### config.mk
export PLATFORM = sky130hd
export DESIGN_NAME = yuyv_to_rgb24_converter_flat
export DESIGN_NICKNAME = d
export VERILOG_FILES = /design/src/design/y2r_pkg.sv /design/src/design/y2r_if.sv /design/src/design/y2r_coef_regs.sv /design/src/design/y2r_chroma_mult.sv /design/src/design/y2r_pixel_lane.sv /design/src/design/yuyv_to_rgb24_converter.sv /design/src/flat_wrapper.sv
export SDC_FILE = /design/constraint.sdc
export NUM_CORES = 2
export LEC_CHECK = 0
export BUFFER_PORTS_ARGS = -buffer_cell sky130_fd_sc_hd__buf_4
export CORE_MARGIN = 1
export CORE_UTILIZATION = 60
export CTS_CLUSTER_DIAMETER = 40
export DETAILED_ROUTE_END_ITERATION = 12
export PLACE_DENSITY = 0.74
export SLEW_MARGIN = 10
export SYNTH_ARGS = -nofsm -noshare
export SYNTH_HDL_FRONTEND = slang
export SYNTH_SLANG_ARGS = --single-unit
### constraint.sdc
create_clock -name clk -period 14.58 [get_ports clk]
set_input_delay 1.458 -clock clk [delete_from_list [all_inputs] [get_ports clk]]
set_output_delay 1.458 -clock clk [all_outputs]
set_load 0.01 [all_outputs]
### src/design/y2r_pkg.sv
// Shared types and constants for the YUYV 4:2:2 to RGB888 converter.
// No dependencies; every other design file imports this package.
`default_nettype none

package y2r_pkg;

	// Field widths.
	localparam int COEF_W  = 17;
	localparam int BYTE_W  = 8;
	localparam int DIFF_W  = 9;
	localparam int PROD_W  = COEF_W + 1 + DIFF_W;
	localparam int INDEX_W = 2;

	// Offset removed from the chroma bytes and the top of a color channel.
	localparam logic [BYTE_W-1:0] CHROMA_OFFSET = 8'd128;
	localparam logic [BYTE_W-1:0] CHAN_MAX      = 8'd255;

	// Configuration register indexes.
	localparam logic [INDEX_W-1:0] REG_V_TO_RED   = 2'd0;
	localparam logic [INDEX_W-1:0] REG_V_TO_GREEN = 2'd1;
	localparam logic [INDEX_W-1:0] REG_U_TO_GREEN = 2'd2;
	localparam logic [INDEX_W-1:0] REG_U_TO_BLUE  = 2'd3;

	// Default gains in millionths; scaled to the fraction width at elaboration.
	localparam longint unsigned MICRO_V_TO_RED   = 64'd1370705;
	localparam longint unsigned MICRO_V_TO_GREEN = 64'd698001;
	localparam longint unsigned MICRO_U_TO_GREEN = 64'd337633;
	localparam longint unsigned MICRO_U_TO_BLUE  = 64'd1732446;
	localparam longint unsigned MICRO_SCALE      = 64'd1000000;
	localparam longint unsigned MICRO_HALF       = 64'd500000;

	// The four gain registers.
	typedef struct packed {
		logic [COEF_W-1:0] v_to_red;
		logic [COEF_W-1:0] v_to_green;
		logic [COEF_W-1:0] u_to_green;
		logic [COEF_W-1:0] u_to_blue;
	} coef_t;

	// Chroma products shared by both pixels of a pair.
	typedef struct packed {
		logic signed [PROD_W-1:0] v_to_red;
		logic signed [PROD_W-1:0] v_to_green;
		logic signed [PROD_W-1:0] u_to_green;
		logic signed [PROD_W-1:0] u_to_blue;
	} prod_t;

	// One RGB888 pixel.
	typedef struct packed {
		logic [BYTE_W-1:0] red;
		logic [BYTE_W-1:0] green;
		logic [BYTE_W-1:0] blue;
	} rgb_t;

endpackage

`default_nettype wire

### src/design/y2r_if.sv
// Valid/ready channel interfaces for the macropixel input and the RGB pair output.
// Depends on y2r_pkg for the field widths.
`default_nettype none

interface y2r_pix_if import y2r_pkg::*; ();
	logic              valid;
	logic              ready;
	logic [BYTE_W-1:0] luma_first;
	logic [BYTE_W-1:0] chroma_blue;
	logic [BYTE_W-1:0] luma_second;
	logic [BYTE_W-1:0] chroma_red;
	logic              end_of_frame;

	modport source (output valid, luma_first, chroma_blue, luma_second, chroma_red,
		end_of_frame, input ready);
	modport sink (input valid, luma_first, chroma_blue, luma_second, chroma_red,
		end_of_frame, output ready);
endinterface

interface y2r_rgb_if import y2r_pkg::*; ();
	logic              valid;
	logic              ready;
	logic [BYTE_W-1:0] red_first;
	logic [BYTE_W-1:0] green_first;
	logic [BYTE_W-1:0] blue_first;
	logic [BYTE_W-1:0] red_second;
	logic [BYTE_W-1:0] green_second;
	logic [BYTE_W-1:0] blue_second;
	logic              frame_done;

	modport source (output valid, red_first, green_first, blue_first, red_second,
		green_second, blue_second, frame_done, input ready);
	modport sink (input valid, red_first, green_first, blue_first, red_second,
		green_second, blue_second, frame_done, output ready);
endinterface

`default_nettype wire

### src/design/y2r_coef_regs.sv
// Gain register file written through the plain configuration port.
// Depends on y2r_pkg; reset values follow the fraction width parameter.
`default_nettype none

module y2r_coef_regs import y2r_pkg::*; #(
	parameter int FRAC_BITS = 16
) (
	input  wire logic               clk,
	input  wire logic               arst_n,
	input  wire logic               wr_en,
	input  wire logic [INDEX_W-1:0] wr_index,
	input  wire logic [COEF_W-1:0]  wr_data,
	output coef_t                   coefs
);

	// Round the decimal gains to the fixed point format, keep 17 bits.
	localparam logic [63:0] RST_VR_FULL =
		((MICRO_V_TO_RED << FRAC_BITS) + MICRO_HALF) / MICRO_SCALE;
	localparam logic [63:0] RST_VG_FULL =
		((MICRO_V_TO_GREEN << FRAC_BITS) + MICRO_HALF) / MICRO_SCALE;
	localparam logic [63:0] RST_UG_FULL =
		((MICRO_U_TO_GREEN << FRAC_BITS) + MICRO_HALF) / MICRO_SCALE;
	localparam logic [63:0] RST_UB_FULL =
		((MICRO_U_TO_BLUE << FRAC_BITS) + MICRO_HALF) / MICRO_SCALE;

	coef_t coefs_q;

	// One register per index; writes take effect at the next edge.
	always_ff @(posedge clk or negedge arst_n) begin
		if (!arst_n) begin
			coefs_q.v_to_red   <= RST_VR_FULL[COEF_W-1:0];
			coefs_q.v_to_green <= RST_VG_FULL[COEF_W-1:0];
			coefs_q.u_to_green <= RST_UG_FULL[COEF_W-1:0];
			coefs_q.u_to_blue  <= RST_UB_FULL[COEF_W-1:0];
		end else if (wr_en) begin
			case (wr_index)
				REG_V_TO_RED:   coefs_q.v_to_red   <= wr_data;
				REG_V_TO_GREEN: coefs_q.v_to_green <= wr_data;
				REG_U_TO_GREEN: coefs_q.u_to_green <= wr_data;
				REG_U_TO_BLUE:  coefs_q.u_to_blue  <= wr_data;
				default: ;
			endcase
		end
	end

	assign coefs = coefs_q;

endmodule

`default_nettype wire

### src/design/y2r_chroma_mult.sv
// First pipeline stage: the four chroma products, registered.
// Depends on y2r_pkg. Both pixel lanes share these products.
`default_nettype none

module y2r_chroma_mult import y2r_pkg::*; (
	input  wire logic              clk,
	input  wire logic              advance,
	input  wire logic [BYTE_W-1:0] chroma_blue,
	input  wire logic [BYTE_W-1:0] chroma_red,
	input  wire coef_t             coefs,
	output prod_t                  prods_s1
);

	logic signed [DIFF_W-1:0] du;
	logic signed [DIFF_W-1:0] dv;
	prod_t prods;

	// Removing the offset of 128 is an inversion of the top bit, sign extended.
	assign du = DIFF_W'(signed'({~chroma_blue[BYTE_W-1], chroma_blue[BYTE_W-2:0]}));
	assign dv = DIFF_W'(signed'({~chroma_red[BYTE_W-1], chroma_red[BYTE_W-2:0]}));

	// Unsigned gains times signed differences, one multiplier each.
	always_comb begin
		prods.v_to_red   = PROD_W'(signed'({1'b0, coefs.v_to_red}) * dv);
		prods.v_to_green = PROD_W'(signed'({1'b0, coefs.v_to_green}) * dv);
		prods.u_to_green = PROD_W'(signed'({1'b0, coefs.u_to_green}) * du);
		prods.u_to_blue  = PROD_W'(signed'({1'b0, coefs.u_to_blue}) * du);
	end

	// Product register; payload only, no reset.
	always_ff @(posedge clk) begin
		if (advance) begin
			prods_s1 <= prods;
		end
	end

endmodule

`default_nettype wire

### src/design/y2r_pixel_lane.sv
// One pixel lane: adds the scaled luma to the chroma products and clamps.
// Depends on y2r_pkg. The top level instantiates two of these.
`default_nettype none

module y2r_pixel_lane import y2r_pkg::*; #(
	parameter int FRAC_BITS = 16
) (
	input  wire logic [BYTE_W-1:0] luma,
	input  wire prod_t             prods,
	output rgb_t                   pixel
);

	// Wide enough for the scaled luma plus two products with margin.
	localparam int BASE_W = FRAC_BITS + BYTE_W;
	localparam int ACC_W  = ((BASE_W > PROD_W) ? BASE_W : PROD_W) + 2;

	logic signed [ACC_W-1:0] base;
	logic signed [ACC_W-1:0] acc_red;
	logic signed [ACC_W-1:0] acc_green;
	logic signed [ACC_W-1:0] acc_blue;

	// Floor by an arithmetic shift, then saturate to a byte.
	function automatic logic [BYTE_W-1:0] clamp_chan(input logic signed [ACC_W-1:0] acc);
		logic signed [ACC_W-1:0] whole;
		whole = acc >>> FRAC_BITS;
		if (acc[ACC_W-1]) begin
			return '0;
		end else if (whole > signed'(ACC_W'(CHAN_MAX))) begin
			return CHAN_MAX;
		end else begin
			return whole[BYTE_W-1:0];
		end
	endfunction

	assign base = signed'(ACC_W'({luma, {FRAC_BITS{1'b0}}}));

	// Channel sums.
	assign acc_red   = base + ACC_W'(prods.v_to_red);
	assign acc_green = base - ACC_W'(prods.v_to_green) - ACC_W'(prods.u_to_green);
	assign acc_blue  = base + ACC_W'(prods.u_to_blue);

	assign pixel.red   = clamp_chan(acc_red);
	assign pixel.green = clamp_chan(acc_green);
	assign pixel.blue  = clamp_chan(acc_blue);

endmodule

`default_nettype wire

### src/design/yuyv_to_rgb24_converter.sv
// YUYV 4:2:2 to RGB888 converter, top level.
// Input channel pix carries one macropixel per transfer (Y0, U, Y1, V and an
// end-of-frame mark); output channel rgb carries the two RGB888 pixels that
// share that chroma pair, with the mark copied to frame_done.
// An input transfer passes through one stage of four chroma multipliers,
// then two pixel lanes that add the luma, floor and clamp into the output
// register on rgb. One macropixel is taken every cycle unless a result is
// stalled at rgb; the multiplier stage and both lanes are fully pipelined.
// When the receiver stalls with a result waiting, the whole pipeline holds
// and pix.ready drops; it rises again in the cycle the result is taken.
// The user must write gain registers via wr_en, wr_index and wr_data only
// while the block is idle, unenforced by the block. Reset loads the default
// gains rounded to COEF_FRAC_BITS fraction bits and empties the pipeline.
// Depends on y2r_pkg, y2r_if, y2r_coef_regs, y2r_chroma_mult, y2r_pixel_lane.
`default_nettype none

module yuyv_to_rgb24_converter import y2r_pkg::*; #(
	parameter int COEF_FRAC_BITS = 16
) (
	input  wire logic               clk,
	input  wire logic               arst_n,
	input  wire logic               wr_en,
	input  wire logic [INDEX_W-1:0] wr_index,
	input  wire logic [COEF_W-1:0]  wr_data,
	y2r_pix_if.sink                 pix,
	y2r_rgb_if.source               rgb
);

	coef_t             coefs;
	prod_t             prods_s1;
	logic              advance;
	logic              vld_s1;
	logic [BYTE_W-1:0] luma_first_s1;
	logic [BYTE_W-1:0] luma_second_s1;
	logic              eof_s1;
	rgb_t              pixel_first;
	rgb_t              pixel_second;
	logic              vld_s2;
	rgb_t              pixel_first_s2;
	rgb_t              pixel_second_s2;
	logic              eof_s2;

	// The pipeline moves unless a finished result is waiting on the receiver.
	assign advance   = !vld_s2 || rgb.ready;
	assign pix.ready = advance;

	y2r_coef_regs #(
		.FRAC_BITS(COEF_FRAC_BITS)
	) u_coef_regs (
		.clk     (clk),
		.arst_n  (arst_n),
		.wr_en   (wr_en),
		.wr_index(wr_index),
		.wr_data (wr_data),
		.coefs   (coefs)
	);

	y2r_chroma_mult u_chroma_mult (
		.clk        (clk),
		.advance    (advance),
		.chroma_blue(pix.chroma_blue),
		.chroma_red (pix.chroma_red),
		.coefs      (coefs),
		.prods_s1   (prods_s1)
	);

	// Stage 1 control and the fields that travel alongside the products.
	always_ff @(posedge clk or negedge arst_n) begin
		if (!arst_n) begin
			vld_s1 <= 1'b0;
		end else if (advance) begin
			vld_s1 <= pix.valid;
		end
	end

	always_ff @(posedge clk) begin
		if (advance) begin
			luma_first_s1  <= pix.luma_first;
			luma_second_s1 <= pix.luma_second;
			eof_s1         <= pix.end_of_frame;
		end
	end

	// Two lanes, one per pixel of the pair.
	y2r_pixel_lane #(
		.FRAC_BITS(COEF_FRAC_BITS)
	) u_lane_first (
		.luma (luma_first_s1),
		.prods(prods_s1),
		.pixel(pixel_first)
	);

	y2r_pixel_lane #(
		.FRAC_BITS(COEF_FRAC_BITS)
	) u_lane_second (
		.luma (luma_second_s1),
		.prods(prods_s1),
		.pixel(pixel_second)
	);

	// Merge stage: both lanes and the frame mark land in the output register.
	always_ff @(posedge clk or negedge arst_n) begin
		if (!arst_n) begin
			vld_s2 <= 1'b0;
		end else if (advance) begin
			vld_s2 <= vld_s1;
		end
	end

	always_ff @(posedge clk) begin
		if (advance) begin
			pixel_first_s2  <= pixel_first;
			pixel_second_s2 <= pixel_second;
			eof_s2          <= eof_s1;
		end
	end

	assign rgb.valid        = vld_s2;
	assign rgb.red_first    = pixel_first_s2.red;
	assign rgb.green_first  = pixel_first_s2.green;
	assign rgb.blue_first   = pixel_first_s2.blue;
	assign rgb.red_second   = pixel_second_s2.red;
	assign rgb.green_second = pixel_second_s2.green;
	assign rgb.blue_second  = pixel_second_s2.blue;
	assign rgb.frame_done   = eof_s2;

	// A waiting result must block new input.
	assert property (@(posedge clk) disable iff (!arst_n)
		rgb.valid && !rgb.ready |-> !pix.ready)
		else $error("input accepted while a result is stalled");

	// An accepted macropixel occupies the first stage on the next cycle.
	assert property (@(posedge clk) disable iff (!arst_n)
		pix.valid && pix.ready |=> vld_s1)
		else $error("accepted macropixel lost before the first stage");

	// An item in the first stage reaches the output when the pipeline moves.
	assert property (@(posedge clk) disable iff (!arst_n)
		advance && vld_s1 |=> rgb.valid)
		else $error("first stage item did not reach the output register");

	// A write to the red gain is seen on the next cycle.
	assert property (@(posedge clk) disable iff (!arst_n)
		wr_en && wr_index == REG_V_TO_RED |=> coefs.v_to_red == $past(wr_data))
		else $error("red gain write not applied");

endmodule

`default_nettype wire

### src/flat_wrapper.sv
// flat-port wrapper written by rule: the top's interface ports become plain ports
module yuyv_to_rgb24_converter_flat import y2r_pkg::*;
#(
	parameter int COEF_FRAC_BITS = 16
)
  (clk, arst_n, wr_en, wr_index, wr_data, pix_valid, pix_luma_first, pix_chroma_blue, pix_luma_second, pix_chroma_red, pix_end_of_frame, pix_ready, rgb_valid, rgb_red_first, rgb_green_first, rgb_blue_first, rgb_red_second, rgb_green_second, rgb_blue_second, rgb_frame_done, rgb_ready);
  y2r_pix_if pix_i ();
  y2r_rgb_if rgb_i ();
  input  wire logic clk;
  input  wire logic arst_n;
  input  wire logic wr_en;
  input  wire logic [INDEX_W-1:0] wr_index;
  input  wire logic [COEF_W-1:0] wr_data;
  input wire logic [$bits(pix_i.valid)-1:0] pix_valid;
  input wire logic [$bits(pix_i.luma_first)-1:0] pix_luma_first;
  input wire logic [$bits(pix_i.chroma_blue)-1:0] pix_chroma_blue;
  input wire logic [$bits(pix_i.luma_second)-1:0] pix_luma_second;
  input wire logic [$bits(pix_i.chroma_red)-1:0] pix_chroma_red;
  input wire logic [$bits(pix_i.end_of_frame)-1:0] pix_end_of_frame;
  output wire logic [$bits(pix_i.ready)-1:0] pix_ready;
  output wire logic [$bits(rgb_i.valid)-1:0] rgb_valid;
  output wire logic [$bits(rgb_i.red_first)-1:0] rgb_red_first;
  output wire logic [$bits(rgb_i.green_first)-1:0] rgb_green_first;
  output wire logic [$bits(rgb_i.blue_first)-1:0] rgb_blue_first;
  output wire logic [$bits(rgb_i.red_second)-1:0] rgb_red_second;
  output wire logic [$bits(rgb_i.green_second)-1:0] rgb_green_second;
  output wire logic [$bits(rgb_i.blue_second)-1:0] rgb_blue_second;
  output wire logic [$bits(rgb_i.frame_done)-1:0] rgb_frame_done;
  input wire logic [$bits(rgb_i.ready)-1:0] rgb_ready;
  assign pix_i.valid = pix_valid;
  assign pix_i.luma_first = pix_luma_first;
  assign pix_i.chroma_blue = pix_chroma_blue;
  assign pix_i.luma_second = pix_luma_second;
  assign pix_i.chroma_red = pix_chroma_red;
  assign pix_i.end_of_frame = pix_end_of_frame;
  assign pix_ready = pix_i.ready;
  assign rgb_valid = rgb_i.valid;
  assign rgb_red_first = rgb_i.red_first;
  assign rgb_green_first = rgb_i.green_first;
  assign rgb_blue_first = rgb_i.blue_first;
  assign rgb_red_second = rgb_i.red_second;
  assign rgb_green_second = rgb_i.green_second;
  assign rgb_blue_second = rgb_i.blue_second;
  assign rgb_frame_done = rgb_i.frame_done;
  assign rgb_i.ready = rgb_ready;
  yuyv_to_rgb24_converter #(.COEF_FRAC_BITS(COEF_FRAC_BITS)) u_core (.clk(clk), .arst_n(arst_n), .wr_en(wr_en), .wr_index(wr_index), .wr_data(wr_data), .pix(pix_i), .rgb(rgb_i));
endmodule
Word-level counts from Yosys, hierarchy flattened
Index checks and enable logic that the tools add are counted.

operators by class
  reductions and logical operators = 7
  add/sub/neg operators = 8
  equal/unequal tests = 3
  shift operators = 0
  bitwise operators = 2
  muxes and demuxes = 6
  div/mod/pow operators = 0
  magnitude comparators = 6
  $mul = 4

operator list
  kind                                                  number
  adder 25 x 26 -> 27 bit                               4
  multiplier 18 x 8 -> 26 bit                           4
  subtractor 27 x 26 -> 28 bit                          2
  subtractor 25 x 26 -> 27 bit                          2
  two-way mux 8 bit                                     6
  > comparator 11 x 9 -> 1 bit (second input constant)  4
  > comparator 12 x 9 -> 1 bit (second input constant)  2
  AND reduction 2 bit                                   4
  equality test 2 bit (second input constant)           2
  equality test 2 x 1 -> 1 bit (second input constant)  1
  zero test 2 bit                                       1
  inverter 1 bit                                        2
  zero test 1 bit                                       1
  logical OR 1 bit                                      1

storage, ports and cells
  ROM bits = 0
  output and inout bits = 51
  bits in latches = 0
  memories = 0
  register bits = 240
  bits in writable memories = 0

Logic depth before layout (Yosys ltp)
  depth after elaboration = 4
  depth in mapped cells = 21

Hierarchy
Synthesis repeated with hierarchy kept, for this count alone.

unflattened totals
  cells, all modules = 3285
  area total of the unflattened synthesis = 31928.1 um2

modules (own cells, without submodules)
  module                   area an instance (um2)  cells an instance  sequential area each (um2)  times used
  y2r_chroma_mult          21822.2                 2330               3123.0                      1
  y2r_pixel_lane           2716.4                  370                0.0                         2
  y2r_coef_regs            2605.0                  144                1749.2                      1
  yuyv_to_rgb24_converter  2068.2                  71                 2031.9                      1

Worst setup path before layout
No wires, ideal clock.

  kind = input -> output
  start point = input port rgb_ready
  end point = output port pix_ready
  cell stages on the path = 1
  path slack = 8225 ps
  arrival time = 4897 ps
  path through = nand2b_1

on the way
  cells in the longest elaborated chain, start to end = 1

RTL lines
  item                line                           text
  start: declaration  flat_wrapper.sv:29             input wire logic [$bits(rgb_i.ready)-1:0] rgb_ready;
  logical OR 1 bit    yuyv_to_rgb24_converter.sv:44  assign advance = !vld_s2 || rgb.ready;
  end: declaration    flat_wrapper.sv:20             output wire logic [$bits(pix_i.ready)-1:0] pix_ready;

Every way passes these cells.

==> results.md <==
- Cells after Synth: 2745
- Die height: 217 um
- CP startpoint: pix_chroma_blue[7]
- Average wire per cell in the routed design: 17.8 um
- CTS resizes: 0
- Cell variety after synth: 66
- Max FO, Critical Path: 35
- EDFF count, synth: 138
- Worst rel slew slack: 31.9%
- WP data required: 14.88 ns
- Grt met1 use: 37.8%
- CP Cell Sequence: buf_4 > inv_1 > fa_1 > inv_1 > fa_1 > inv_1 > fa_1 > fa_1 > ha_1 > nand3_1 > nor3_1 > a2bb2oi_1 > a31o_2 > a21o_1 > o41ai_2 > o21bai_1 > a21oi_1 > xnor2_1
- GRT met2 Usage: 45.5%
- Most used cell, CP: fa_1
- Multi-input logic area: 19300 um^2
- CP delay by family, top: adder cells
- Yosys warnings: 0
- PortBufs: 107
- WS Path Type: input pin to flop
- Gr busiest metal: met2
- Max-cap violations: 0
- Final setup fails: 0
- Outcome: finished, final reports clean
- CTS tree: yes
- Iteration-0 DRC Markers: 1004
- Most frequent cells in the layout: 577 x inv_1, 400 x and2_1, 380 x fa_1, 323 x ha_1, 138 x edfxtp_1
- Largest net degree at the start of global routing: 71
- Vias in the first global route: 20400
- Slowest stage delay, CP: 0.63 ns
- Die width: 217 um
- Sequential area share after synthesis: 21.5%
- Worst-Margin Slew: 1.02 ns
- Hpwl dp: 47700 um
- Setup TNS: 0 ns
- Final hold viol count: 0
- Routed Wire Length: 61700 um
- Area leader, netlist: fa_1
- Clk slew on worst S/H paths: 0.05 ns
- Fin crit period: 6.23 ns
- Drt drc: 0
- GR Overflow Total: 0
- RSZ-0062 raised after global routing: false
- Total number of vias: 19000
- Highest clock rate: 160 MHz
- Initial antenna violation count: 1
- Vias per cell: 5.48
- CTS root buf: clkbuf_16
- Clock tree buffer depth: 3
- # Post-CTS Setup Buffers: 0
- Clock Sinks: 208
- Site Rows: 78
- Hold_sp: u_core.eof_s1
- Clk_lat worst skew: 0.58 ns
- Total CTS buffers: 42
- GRT Util Overall: 28.0%
- Crit path capture type: flop
- Area share of the largest cell type after synthesis: 27.5%
- Mean Syn Cell Area: 10.1 um^2
- First-pass GRT wire length: 104000 um
- Final period util: 42.8%
- Slowest CP cell: fa_1
- TritonRoute pass-1 iters: 5
- Slew Limit Fails: 0
- Most common cell after layout, fill and taps aside: inv_1
- Total core area: 45400 um^2
- Post-Syn Area: 27700 um^2
- H-tree levels: 2
- Commonest register cell after synthesis: edfxtp_1
- Area grow syn2layout: 10.3%
- WP buf/inv: 4
- Worst EP arrival: 6.53 ns
- Share of post-route cells with drive strength above 1: 11.3%
- Synthesized Nets: 3505
- GRT met3 Usage: 4.70%
- Register bit total from synthesis: 208
- Final Skew: 0.0336 ns
- Ports: 108
- FILL cells: 3521
- Top post-synthesis cells by area: fa_1 27%, edfxtp_1 15%, ha_1 15%, and2_1 9.0%, inv_1 7.8%
- Starting Density: 61.0%
- Register area: 5940 um^2
- Gpl congestion: 0.874
- RR Startpoint: u_core.u_coef_regs.coefs[11]
- Die Area: 47000 um^2
- Tightest Hold Check Type: flop to flop
- Worst setup SP type: input pin
- Final net count: 3598
- Cts hold-fix bufs: 0
- FFs w/ async S/R, synth: 33.7%
- ANT nets after route: 0
==> flip-flops by register name, summed over array words and instances (netlist names) <==
| name | flops |
|---|---|
| u_core.u_chroma_mult.prods_s1 | 72 |
| u_core.u_coef_regs.coefs | 68 |
| u_core.luma_first_s1 | 8 |
| u_core.luma_second_s1 | 8 |
| u_core.rgb.blue_first | 8 |
| u_core.rgb.blue_second | 8 |
| u_core.rgb.green_first | 8 |
| u_core.rgb.green_second | 8 |
| u_core.rgb.red_first | 8 |
| u_core.rgb.red_second | 8 |
| u_core.eof_s1 | 1 |
| u_core.rgb.frame_done | 1 |
| u_core.rgb.valid | 1 |
| u_core.vld_s1 | 1 |
==> Yosys cell counts (all sizes together), types with 4 or more instances <==
cell type and count:
nor2b 25, a21o 33, xor2 26, a21oi 90
nor3 25, nand2 107, a211oi 9, o21a 62
o211ai 4, nor4 6, dfrtp 32, and3 11
nand3 19, xnor2 66, mux2 69, nor2 98
o31ai 8, a211o 7, o21bai 17, fa 380
nand2b 7, clkbuf 58, nand4 7, inv 577
and2 400, ha 323, or2 21, a2111oi 5
or3 4, dfstp 38, edfxtp 138, o21ai 36
==> worst reg2reg max path: cells and delay by family, from the launching register on <==
kind,cells,cell delay [ns]
AND/OR/NAND/NOR,1,0.19
AO/OA/AOI/OAI,8,2.06
adder cells (fa/ha/maj),5,2.18
buffers and inverters,2,0.09
flip-flops,1,0.64
XOR/XNOR,1,0.09
==> worst paths after layout <==
| kind | end | slack [ns] | cells after the start |
|---|---|---|---|
| max | u_core.u_chroma_mult.prods_s1[25] | 8.35 | 18 |
| min | u_core.rgb.frame_done | 0.42 | 0 |
| max reg2reg | u_core.u_chroma_mult.prods_s1[25] | 9.07 | 17 |
| min reg2reg | u_core.rgb.frame_done | 0.42 | 0 |
| max in group asynchronous | u_core.u_coef_regs.coefs[44] | 12.90 | 1 |
| min in group asynchronous | u_core.u_coef_regs.coefs[24] | 1.04 | 1 |
==> logic make-up (layout without fill, tap and decap cells) <==
logic type	Yosys count	in the layout	synth area share, %
AOI/OAI and AO/OA	294	294	7.22
muxes	71	71	2.88
and+or+nand+nor	739	739	14.7
DFF	208	208	21.5
xor gates and xnor gates	92	92	2.91
buffers and inverters	638	765	8.66
other	0	2	0
adders and majority gates	703	703	42.1
==> routing by layer <==
layer	share of wire [%]	vias to the layer above
li1	-	8894
met1	44	9515
met2	47	523
met3	6.0	105
met4	3.6	0
met5	0	-
==> cell type report <==
type	instances	area share [%]
sequential	208	19.5
multi-input combinational	1899	63.4
tap	600	2.46
timing repair buffer	110	2.71
inverter	577	7.10
antenna	2	0.0164
clock buffer	47	3.61
clock inverter	31	1.30
==> per-stage QoR <==
step	util, %	setup WS [ns]	cells	hold slack, ns	instance area (um^2)
floorplan	-	8.23	2745	0.400	27700
global placement	64.0	7.95	3394	0.407	29000
detailed placement	64.0	7.85	3394	0.408	29000
CTS	67.3	8.42	3472	0.420	30500
global route	67.3	8.07	3472	0.421	30500
finish	67.3	8.35	3474	0.416	30500
Power is left out: the tool's default activity adds up to more than one toggle a clock period on the data nets, which glitch-free logic cannot reach.
